**config.mk**
```make
export PLATFORM = sky130hd
export DESIGN_NAME = apu_front
export DESIGN_NICKNAME = d
export VERILOG_FILES = /design/src/hdl/apu_pkg.sv /design/src/hdl/apu_front.sv
export SDC_FILE = /design/constraint.sdc
export NUM_CORES = 1
export LEC_CHECK = 0
export BUFFER_PORTS_ARGS = -buffer_cell sky130_fd_sc_hd__buf_4
export CORE_UTILIZATION = 47
export DETAILED_ROUTE_END_ITERATION = 6
export GPL_TIMING_DRIVEN = 0
export PLACE_DENSITY = 0.76
export SLEW_MARGIN = 20
export SYNTH_ARGS = -nofsm -noshare
export SYNTH_HDL_FRONTEND = slang
export SYNTH_SLANG_ARGS = --single-unit
```
**constraint.sdc**
```tcl
create_clock -name clock -period 12.7 [get_ports clock]
set_clock_uncertainty 0.15 [all_clocks]
set_input_delay 3.175 -clock clock [delete_from_list [all_inputs] [get_ports clock]]
set_output_delay 3.175 -clock clock [all_outputs]
set_load 0.02 [all_outputs]
```
**src/hdl/apu_pkg.sv**
```systemverilog
// ----------------------------------------------------------------------------
// apu_pkg
// Shared types and constants for the dispersive polarization update block.
// ----------------------------------------------------------------------------
package apu_pkg;

   // Function codes carried in the item.
   localparam logic [1:0] FUNC_UPD_X = 2'd0;
   localparam logic [1:0] FUNC_UPD_Y = 2'd1;
   localparam logic [1:0] FUNC_UPD_Z = 2'd2;
   localparam logic [1:0] FUNC_LOAD  = 2'd3;

   // Register indexes of the configuration port.
   localparam logic [0:0] REG_ACTIVE_POLES = 1'd0;
   localparam logic [0:0] REG_TOLERANCE    = 1'd1;

   // Classified item handed from the front to the back.
   typedef struct packed {
      logic        is_load;
      logic [1:0]  axis;
      logic [11:0] cell_idx;
      logic [2:0]  pole;
      logic [31:0] w1;
      logic [31:0] w2;
      logic [31:0] wf;
      logic [31:0] flux;
      logic [31:0] field;
      logic [31:0] eps;
   } item_type;

   // Back-end sequencer states.
   typedef enum logic [3:0] {
      ST_IDLE,
      ST_CLEAR,
      ST_READ,
      ST_MUL,
      ST_SUM,
      ST_ACC,
      ST_DIV_START,
      ST_DIV,
      ST_DONE
   } back_state_type;

endpackage

```
**src/hdl/apu_front.sv**
```systemverilog
// ----------------------------------------------------------------------------
// apu_front
// Accepts items, classifies them and holds them in a two-entry queue.
// ----------------------------------------------------------------------------
module apu_front
   import apu_pkg::*;
(
   input  logic           clock,
   input  logic           reset,
   input  logic           in_valid,
   output logic           in_ready,
   input  item_type       in_item,
   output logic           q_valid,
   input  logic           q_ready,
   output item_type       q_item
);

   item_type   slot_ff [2];
   item_type   slot_in;
   logic       wr_ptr_ff, wr_ptr_in;
   logic       rd_ptr_ff, rd_ptr_in;
   logic [1:0] count_ff, count_in;
   logic       push, pop;

   assign in_ready = (count_ff != 2'd2);
   assign q_valid  = (count_ff != 2'd0);
   assign q_item   = slot_ff[rd_ptr_ff];
   assign push     = in_valid && in_ready;
   assign pop      = q_valid && q_ready;

   // Classification: mark load items; loads still carry D, E and permittivity.
   always_comb begin
      slot_in         = in_item;
      slot_in.is_load = (in_item.axis == FUNC_LOAD);
   end

   // Queue pointers.
   always_comb begin
      wr_ptr_in = push ? ~wr_ptr_ff : wr_ptr_ff;
      rd_ptr_in = pop ? ~rd_ptr_ff : rd_ptr_ff;
      count_in  = count_ff + {1'b0, push} - {1'b0, pop};
   end

   always_ff @(posedge clock) begin
      if (reset) begin
         wr_ptr_ff <= 1'b0;
         rd_ptr_ff <= 1'b0;
         count_ff  <= 2'd0;
      end else begin
         wr_ptr_ff <= wr_ptr_in;
         rd_ptr_ff <= rd_ptr_in;
         count_ff  <= count_in;
      end
   end

   always_ff @(posedge clock) begin
      if (push) begin
         slot_ff[wr_ptr_ff] <= slot_in;
      end
   end

endmodule

```
Word-level counts from Yosys, hierarchy flattened
Memories as Yosys holds them, arrays and structs flattened. A register that Yosys moved wholly into a read port is not among the register bits.
Index checks and enable logic that the tools add are counted.
{ "classes": {"addsub": 2, "n_eq_ne": 2, "n_mux": 4, "bitwise_logic": 2, "reduce_logical": 3} }
{ "ops": {"columns": ["op", "n"], "rows": [
  ["1-bit two-way mux", 4],
  ["2-bit by 1-bit adder with 2-bit output", 1],
  ["2-bit equality test, second input constant", 1],
  ["1-bit logical AND", 2],
  ["2-bit inequality test, second input constant", 1],
  ["1-bit inverter", 2],
  ["2-bit nonzero test", 1],
  ["2-bit by 1-bit subtractor with 2-bit output", 1]
]} }
{ "word_totals": {"register_bits": 4, "ramBits": 420, "word_cells": 17, "mem_count": 1} }
{ "memory_table": {"columns": ["name", "words", "word_bits", "read_ports", "rd_ports_with_merged_regs", "wr", "line_no", "text"], "rows": [
  ["slot_ff", 2, 210, 1, 1, 1, "apu_front.sv:18", "item_type slot_ff [2];"]
]} }

Logic depth before layout (Yosys ltp)
Gate-level depths: netlist of run 1.
{ "depth": {"word_depth": 4, "ltp_mapped": 8, "mapped_depth_nobuf": 8} }

Least setup slack after synthesis of run 1
OpenSTA, ideal clock, no wires.
{ "synth_timing": {"path_kind": "input to register", "start": "in in_valid", "end": "mem slot_ff[0][0] (netlist bit) (enable)", "arrival_ns": 11.970, "required_ns": 11.766, "path_slack_ns": -0.204, "stages": 2, "path_buffers": 0, "path_cell_list": "nand2_1 > nor2_1"} }
{ "synth_via": {"elab_chain_len": 3} }
{ "synth_lines": {"columns": ["item", "line_no", "text"], "rows": [
  ["start: declaration", "apu_front.sv:10", "input logic in_valid,"],
  ["1-bit logical AND", "apu_front.sv:28", "assign push = in_valid && in_ready;"],
  ["1-bit two-way mux", "apu_front.sv:57", "if (push) begin"],
  ["1-bit two-way mux (not written as such)", "apu_front.sv:58", "slot_ff[wr_ptr_ff] <= slot_in;"],
  ["end: declaration", "apu_front.sv:18", null]
]} }
Every way passes these cells.

==> flow_summary.toml, run 1 <==
[global_route]
grt_max_degree = 53
use_met3_pct = 7.63
grt_pass1_wl_um = 46400
grt_usage_pct = 18.4
antenna_found_initial = 0
grt_pass1_vias = 8458
grt_util_met1_pct = 18.7
grt_busiest_layer = "met2"
use_met2_pct = 33.3
grt_overflow_total = 0

[placed_design]
hpwl_um = 22600
gp_congestion = 0.731
dp.cells = 1557
port_buffers = 424
placed_area_um2 = 19500

[worst_setup_path]
cp.required_ns = 9.38
start_kind = "flip-flop"
cp-end-kind = "primary output"
r2r_setup_slack_ns = 10.33
r2r_start = "count_ff[0]$_SDFF_PP0_"
critical_path_arrival_ns = 1.99
path_cells = "buf_6 -> buf_6 -> mux2_2 -> buf_4"
path_max_fanout = 10
cpMostUsedCell = "buf_6"
slowest_delay_ns = 0.45
path_class = "reg -> out"
critical-path-slowest-cell = "dfxtp_1"

[cts]
clk_path_buf_depth = 3
htreeDepth = 2
worstSkewPairLatency_ns = 0.54
clockRootBuffer = "clkbuf_16"
path_clk_slew_ns = 0.06
cts_setup_buffers = 0
numCtsBuffers = 43
cts_hold_buf = 0
cts_sinks = 425
cts_resized = 0
cts_tree = "done"

[layout]
area_growth_pct = 34.7
nets = 1376
mostFrequentLayoutCells = "buf_4 (424), edfxtp_1 (420), mux2_2 (211), clkbuf_16 (43), buf_6 (22)"
fin_util_pct = 64.2
stdcell_count = 1632
antennaDiodeCount = 0
layout-drive-gt1-share_pct = 61.7
mostFrequentLayoutCell = "buf_4"
finalInstanceArea_um2 = 20800

[yosys]
ys_warn_count = 0
yosys_register_bits = 425
synth_top_area_share_pct = 81.6
seq_area_frac_synth_pct = 82.2
synth-edff-count = 420
synth_nets = 894
ys_types = 17
synth_flop_cell = "edfxtp_1"
async_flop_share_pct = 0
netlist_area_um2 = 15500
avgSynthCellArea_um2 = 22.8
netlist_instances = 678
synth_area_leaders = "edfxtp_1 (82%), mux2_2 (15%), buf_6 (1.6%)"
yosysTopAreaCell = "edfxtp_1"

[sta]
setup_viol = 0
setup_tns_ns = 0
period_share_pct = 41.8
fmax_ghz = 0.188
grt_setup_unrepaired = "no"
hold_violations = 0
post-route-min-period_ns = 5.31
drv_slew = 0
worst_pin_slew_ns = 0.641
slew_headroom_pct = 57.3

[die]
die_width_um = 183
die_area_um2 = 33600
coreArea_um2 = 32500
initial_core_util_pct = 47.6
row_count = 66
fp.dieH_um = 183
ios = 426

[drt]
routed_via_density = 4.92
drt_pass1_iterations = 6
drc = 0
drt-wirelength-per-cell_um = 19.5
antenna_left = 0
drt_iter0_drc = 374
routed_wl_um = 31900
vias = 8028

[hold_path]
min_path_type = "reg -> reg"
hp-start = "rd_ptr_ff$_SDFFE_PP0P_"

[job]
cap_violations = 0

[pwr]
power_mw = 4.25
power.density_nw_per_um2 = 204
ir_worst_vdd_mv = 0.149
p_leak_nw = 7.77

[run_status]
run_status = "finished clean"
stage by stage:
stage / hold WS [ns] / setup slack [ns]
2_1_floorplan: 0.331 / 3.35
3_3_place_gp: 0.346 / 0.301
3_5_place_dp: 0.355 / 7.59
4_1_cts: 0.372 / 7.34
5_1_grt: 0.411 / 7.32
6_report: 0.373 / 7.39
critical path, delay by kind of cell (launching register included):
kind	cells	cell delay, ns
buffers and inverters	3	0.60
DFF	1	0.45
muxes	1	0.39
synthesized netlist by cell type, types with 2 or more instances:
cell type / number
ha_1: 2
dfxtp_1: 5
edfxtp_1: 420
xnor2_1: 2
nor2_1: 5
mux2_2: 211
nor2b_1: 2
buf_6: 22
routing by layer:
metal  wire [um]  part of all wire (%)
met5           0                     0
met4         972                   3.0
met3        3360                    11
met2       16700                    52
met1       10900                    34
state kept, by name (all words and copies together) (netlist names), named ones only:
name,cells
slot_ff,420
count_ff,2
rd_ptr_ff,1
wr_ptr_ff,1
cell families (layout without fill, tap and decap cells):
group                    count (synthesis)  after routing  share of synthesized area, %
multiplexers                           211            211                          15.4
XOR/XNOR                                 3              3                         0.170
buffers and inverters                   24            536                          1.66
AND/OR/NAND/NOR                         12             12                         0.388
AO/OA/AOI/OAI                            1              1                        0.0486
flip-flops                             425            425                          82.2
adder cells (fa/ha/maj)                  2              2                         0.162
final timing paths:
kind | depth (start not counted) | endpoint
worst max-delay path | 4 | q_item[203]
worst min-delay path | 2 | flip-flop
worst max register to register | 7 | slot_ff[0][11]$_DFFE_PP_
worst min register to register | 2 | flip-flop
cell type report:
class	count	area (um^2)
clock buffers	49	1100
fillers	2239	11600
multi-input cells	229	2510
repair buffers	437	3490
inverters	1	3.75
well taps	442	553
plain buffers	23	253
flip-flops and latches	425	12700
clock inverters	26	215
power breakdown:
| part | leakage [nW] | total [mW] | switching, mW | internal [mW] |
|---|---|---|---|---|
| Clock | 0.653 | 1.18 | 0.500 | 0.683 |
| Combinational | 3.15 | 1.27 | 0.677 | 0.590 |
| Sequential | 3.97 | 1.80 | 0.0400 | 1.76 |
| Total | 7.77 | 4.25 | 1.22 | 3.03 |
No activity file was read; power rests on OpenSTA's default activity.
==> run 2, diff against run 1 <==
--- a/config.mk
+++ b/config.mk
@@ -5,6 +5,7 @@
 export SDC_FILE = /design/constraint.sdc
 export NUM_CORES = 1
 export LEC_CHECK = 0
+export ABC_AREA = 1
 export BUFFER_PORTS_ARGS = -buffer_cell sky130_fd_sc_hd__buf_4
 export CORE_UTILIZATION = 47
 export DETAILED_ROUTE_END_ITERATION = 6
==> constraint.sdc (replaced) <==
create_clock -name clock -period 4.8 [get_ports clock]
set_clock_uncertainty 0.15 [all_clocks]
set_input_delay 1.2 -clock clock [delete_from_list [all_inputs] [get_ports clock]]
set_output_delay 1.2 -clock clock [all_outputs]
set_load 0.02 [all_outputs]
==> flow_summary.toml, run 2 <==
[placed_design]
pre_cts_slack_ns = 1.25
dp.cells = 1576
hpwl_um = 23900
gp_congestion = 0.727
port_buffers = 424

[cts]
numCtsBuffers = 42
htreeDepth = 2
clk_path_buf_depth = 3
cts_tree = "done"
clockRootBuffer = "clkbuf_16"
cts_sinks = 425
path_clk_slew_ns = 0.06
cts_resized = 0
worstSkewPairLatency_ns = 0.52
cts_setup_buffers = 0
cts_hold_buf = 0

[yosys]
yosysTopAreaCell = "edfxtp_1"
seq_area_frac_synth_pct = 82.1
ys_top_cells_by_count = "edfxtp_1 (420), mux2_2 (210), buf_6 (22)"
synth-edff-count = 420
yosys_register_bits = 425
yosysMostFrequentCell = "edfxtp_1"
ys_types = 11
ys_warn_count = 0
avgSynthCellArea_um2 = 22.4
synth_flop_cell = "edfxtp_1"
synth_top_area_share_pct = 81.5
synth_area_leaders = "edfxtp_1 (81%), mux2_2 (15%), buf_6 (1.6%)"
netlist_instances = 692
synth_nets = 908
async_flop_share_pct = 0
netlist_area_um2 = 15500

[layout]
regMostFlops = "slot_ff"
layout-drive-gt1-share_pct = 60.1
antennaDiodeCount = 0
area_growth_pct = 35.3
mostFrequentLayoutCells = "buf_4 (424), edfxtp_1 (420), mux2_2 (210), clkbuf_16 (45), buf_6 (22)"
mostFrequentLayoutCell = "buf_4"
stdcell_count = 1654
top_regs = "slot_ff x420, count_ff x2"
nets = 1394
largest_reg_flops = 420

[worst_setup_path]
cpMostUsedCell = "buf_6"
r2r_setup_slack_ns = 1.93
path_cells = "buf_6 -> buf_6 -> mux2_2 -> buf_4"
r2r-end = "slot_ff[0][71]$_DFFE_PP_"
slowest_delay_ns = 0.39
cp-end-kind = "primary output"
start_kind = "flip-flop"
path_max_fanout = 10
r2r_start = "count_ff[0]$_SDFF_PP0_"
path_delay_family = "buffers and inverters"
path_buf_inv = 3
critical-path-slowest-cell = "mux2_2"
r2r_cells = 9
critical_path_arrival_ns = 1.89
path_class = "reg -> out"
cp.required_ns = 3.45

[hold_path]
hp-start = "rd_ptr_ff$_SDFFE_PP0P_"
min_path_type = "reg -> reg"
hold_path_depth = 2

[drt]
drt_iter0_drc = 394
antenna_left = 0
routed_via_density = 4.89
routed_wl_um = 33200
drt-wirelength-per-cell_um = 20.1
drc = 0
drt_pass1_iterations = 4
vias = 8091

[global_route]
grt_pass1_wl_um = 47300
use_met3_pct = 7.31
grt_busiest_layer = "met2"
grt_usage_pct = 18.8
use_met2_pct = 34.1
grt_pass1_vias = 8435
grt_util_met1_pct = 20.0
grt_overflow_total = 0
antenna_found_initial = 0
grt_max_degree = 32

[run_status]
run_status = "finished clean"

[sta]
hold_violations = 0
hold_slack_ns = 0.377
period_share_pct = 67.6
setup_ws_ns = 1.56
setup_viol = 0
setup_tns_ns = 0
slew_headroom_pct = 49.3
post-route-min-period_ns = 3.24
worst_pin_slew_ns = 0.759
grt_setup_unrepaired = "no"
drv_slew = 0
fmax_ghz = 0.308

[die]
fp.dieH_um = 183
row_count = 66
ios = 426
die_area_um2 = 33700
coreArea_um2 = 32500
initial_core_util_pct = 47.7
die_width_um = 183

[pwr]
power_mw = 11.2
ir_worst_vdd_mv = 0.412
p_leak_nw = 7.81
power.density_nw_per_um2 = 532

[job]
cap_violations = 0
-- run 2: worst max path at each step --
| stage | slack, ns | endpoint | cells past startpoint |
|---|---|---|---|
| final | 1.56 | q_item[27] | 4 |
| after global placement | -2.21 | slot_ff[1][102]$_DFFE_PP_ | 3 |
| after global routing | 1.49 | q_item[27] | 4 |
| after floorplan | -0.15 | slot_ff[1][0]$_DFFE_PP_ | 2 |
| after detailed placement | 1.25 | slot_ff[0][100]$_DFFE_PP_ | 8 |
| after CTS | 1.49 | q_item[27] | 4 |
-- run 2: layer usage --
layer	share of wire, %	vias up
met4	2.6	0
li1	-	3716
met3	10	58
met5	0	-
met1	35	3978
met2	52	339
-- run 2: final cells by class --
class | count | area [um^2]
plain buffers | 23 | 253
multi-input cells | 235 | 2510
repair buffers | 442 | 3630
clock buffers | 65 | 1200
fillers | 2257 | 11500
clock inverters | 13 | 56.3
flip-flops and latches | 425 | 12700
well taps | 442 | 553
inverters | 9 | 37.5
-- run 2: where the power goes --
group	switching [mW]	leakage (nW)	total [mW]	internal, mW
clock network	1.27	0.604	2.99	1.72
registers	0.113	3.96	4.80	4.69
logic	1.81	3.24	3.36	1.55
-- run 2: stage by stage --
| step | utilization [%] | cell area (um^2) |
|---|---|---|
| final | 64.6 | 21000 |
| after global routing | 64.6 | 21000 |
| after CTS | 64.6 | 21000 |
| after detailed placement | 60.7 | 19700 |
| after global placement | 59.3 | 19200 |
| after floorplan | - | 15500 |
-- run 2: logic make-up after synthesis --
family / share of synthesized area, %
buf+inv: 1.85
simple gates: 0.533
fa+ha+maj: 0.162
flops: 82.1
compound gates: 0.0647
mux: 15.3
-- run 2: worst reg2reg max path: stages (launching register included) --
cell and delay [ns]:
dfxtp_1 0.35, inv_1 0.08, nand2_1 0.25, nand2_8 0.08, nor2_4 0.61, buf_16 0.26
buf_16 0.18, buf_16 0.17, buf_12 0.21, buf_12 0.23
==> run 3, diff against run 2 <==
--- a/config.mk
+++ b/config.mk
@@ -5,7 +5,7 @@
 export SDC_FILE = /design/constraint.sdc
 export NUM_CORES = 1
 export LEC_CHECK = 0
-export ABC_AREA = 1
+export ABC_AREA = 0
 export BUFFER_PORTS_ARGS = -buffer_cell sky130_fd_sc_hd__buf_4
 export CORE_UTILIZATION = 47
 export DETAILED_ROUTE_END_ITERATION = 6
==> constraint.sdc (replaced) <==
create_clock -name clock -period 2.94 [get_ports clock]
set_clock_uncertainty 0.15 [all_clocks]
set_input_delay 0.735 -clock clock [delete_from_list [all_inputs] [get_ports clock]]
set_output_delay 0.735 -clock clock [all_outputs]
set_load 0.02 [all_outputs]
==> flow_summary.toml, run 3 (synthesis gave the netlist of run 1 again) <==
[run_status]
run_status = "finished clean"

[die]
fp.dieH_um = 183
ios = 426
coreArea_um2 = 32500
die_width_um = 183
die_area_um2 = 33600
row_count = 66
initial_core_util_pct = 47.6

[global_route]
antenna_found_initial = 2
grt_usage_pct = 19.1
grt_overflow_total = 0
grt_pass1_vias = 8456
grt_pass1_wl_um = 47900
grt_max_degree = 49

[layout]
fill_cells = 2184
stdcell_count = 1637
area_growth_pct = 35.6
regMostFlops = "slot_ff"
mostFrequentLayoutCell = "buf_4"
fin_util_pct = 64.6
top_regs = "slot_ff x420, count_ff x2"
mostFrequentLayoutCells = "buf_4 (424), edfxtp_1 (420), mux2_2 (211), clkbuf_16 (45), buf_6 (22)"
largest_reg_flops = 420
multi_input_area_um2 = 2530
nets = 1377
layout-drive-gt1-share_pct = 62.2
regArea_um2 = 12700

[worst_setup_path]
slowest_delay_ns = 0.39
cp.required_ns = 2.06
path_cells = "buf_6 -> buf_6 -> mux2_2 -> buf_4"
r2r_cells = 7
critical-path-slowest-cell = "mux2_2"
cpMostUsedCell = "buf_6"
path_max_fanout = 10
path_class = "reg -> out"
critical_path_arrival_ns = 1.90
start_kind = "flip-flop"
r2r_start = "count_ff[0]$_SDFF_PP0_"
cp-end-kind = "primary output"

[pwr]
clkPwrFrac_pct = 28.6
sw_frac_of_total_pct = 28.5
pwr-share-seq_pct = 41.7
power.density_nw_per_um2 = 889
p_leak_nw = 7.81
power.internal_mw = 13.3
p_comb_share_pct = 29.7
switching_power_mw = 5.32
ir_worst_vdd_mv = 0.822
power_mw = 18.7

[cts]
path_clk_slew_ns = 0.06
htreeDepth = 2
clk_path_buf_depth = 3
cts_setup_buffers = 0
cts_sinks = 425
cts_tree = "done"
cts_resized = 0
worstSkewPairLatency_ns = 0.52
clockRootBuffer = "clkbuf_16"
cts_hold_buf = 0
numCtsBuffers = 43

[drt]
drt-wirelength-per-cell_um = 20.2
routed_via_density = 4.91
antenna_left = 0
vias = 8034
drt_pass1_iterations = 4
drt_iter0_drc = 337
drc = 0
routed_wl_um = 33100

[sta]
hold_violations = 0
post-route-min-period_ns = 2.78
drv_slew = 0
grt_setup_unrepaired = "no"
setup_viol = 0
period_share_pct = 94.6
setup_ws_ns = 0.158
slew_headroom_pct = 62.2
worst_pin_slew_ns = 0.567
fmax_ghz = 0.359

[job]
cap_violations = 0

[placed_design]
port_buffers = 424
hpwl_um = 23400
dp.cells = 1558
pre_cts_slack_ns = 0.300
gp_congestion = 0.720

[hold_path]
hold_path_depth = 1
hp-start = "in_item[2]"
min_path_type = "in -> reg"
[run 3: layout make-up]
class                      count  share of cell area [%]
multi-input combinational    229                    12.0
antenna                        1                  0.0119
clock buffer                  53                    5.51
buffer                        23                    1.21
tap                          442                    2.64
clock inverter                25                    1.14
sequential                   425                    60.6
timing repair buffer         438                    16.8
inverter                       1                  0.0179
[run 3: per-layer routing]
metal  track usage (%)  up-vias  routed length, um
li1                  -     3681                  -
met1              20.2     3934              11500
met4              7.03        2                975
met3              7.43       65               3420
met5                 0        -                 12
met2              34.2      352              17100
[run 3: path summary, 6_finish.rpt]
| path | end | slack, ns |
|---|---|---|
| hold reg to reg | rd_ptr_ff$_SDFFE_PP0P_ | 0.37 |
| hold / removal | slot_ff[1][2]$_DFFE_PP_ | 0.25 |
| setup / recovery | q_item[31] | 0.16 |
| setup reg to reg | slot_ff[0][10]$_DFFE_PP_ | 0.62 |
[run 3: power groups by stage]
| stage | logic, mW | registers (mW) | clock network [mW] |
|---|---|---|---|
| 6_report | 5.55 | 7.77 | 5.33 |
| 3_3_place_gp | 5.30 | 8.01 | 0 |
| 3_5_place_dp | 5.59 | 7.90 | 0 |
| 2_1_floorplan | 3.16 | 7.93 | 0 |
| 4_1_cts | 5.63 | 7.77 | 5.45 |
| 5_1_grt | 5.85 | 7.84 | 5.66 |
[run 3: worst max-delay path: cells and delay by family, from the launching register on]
kind	cells	cell delay, ns
DFF	1	0.37
buffers and inverters	3	0.60
muxes	1	0.39
[run 3: stage by stage]
| step | setup TNS (ns) | hold slack [ns] | instance area [um^2] |
|---|---|---|---|
| final | 0 | 0.245 | 21000 |
| after global routing | 0 | 0.222 | 21000 |
| after CTS | 0 | 0.215 | 21000 |
| after detailed placement | 0 | 0.357 | 19600 |
| after global placement | -1237.04 | 0.349 | 19200 |
| after floorplan | -518.79 | 0.331 | 15500 |
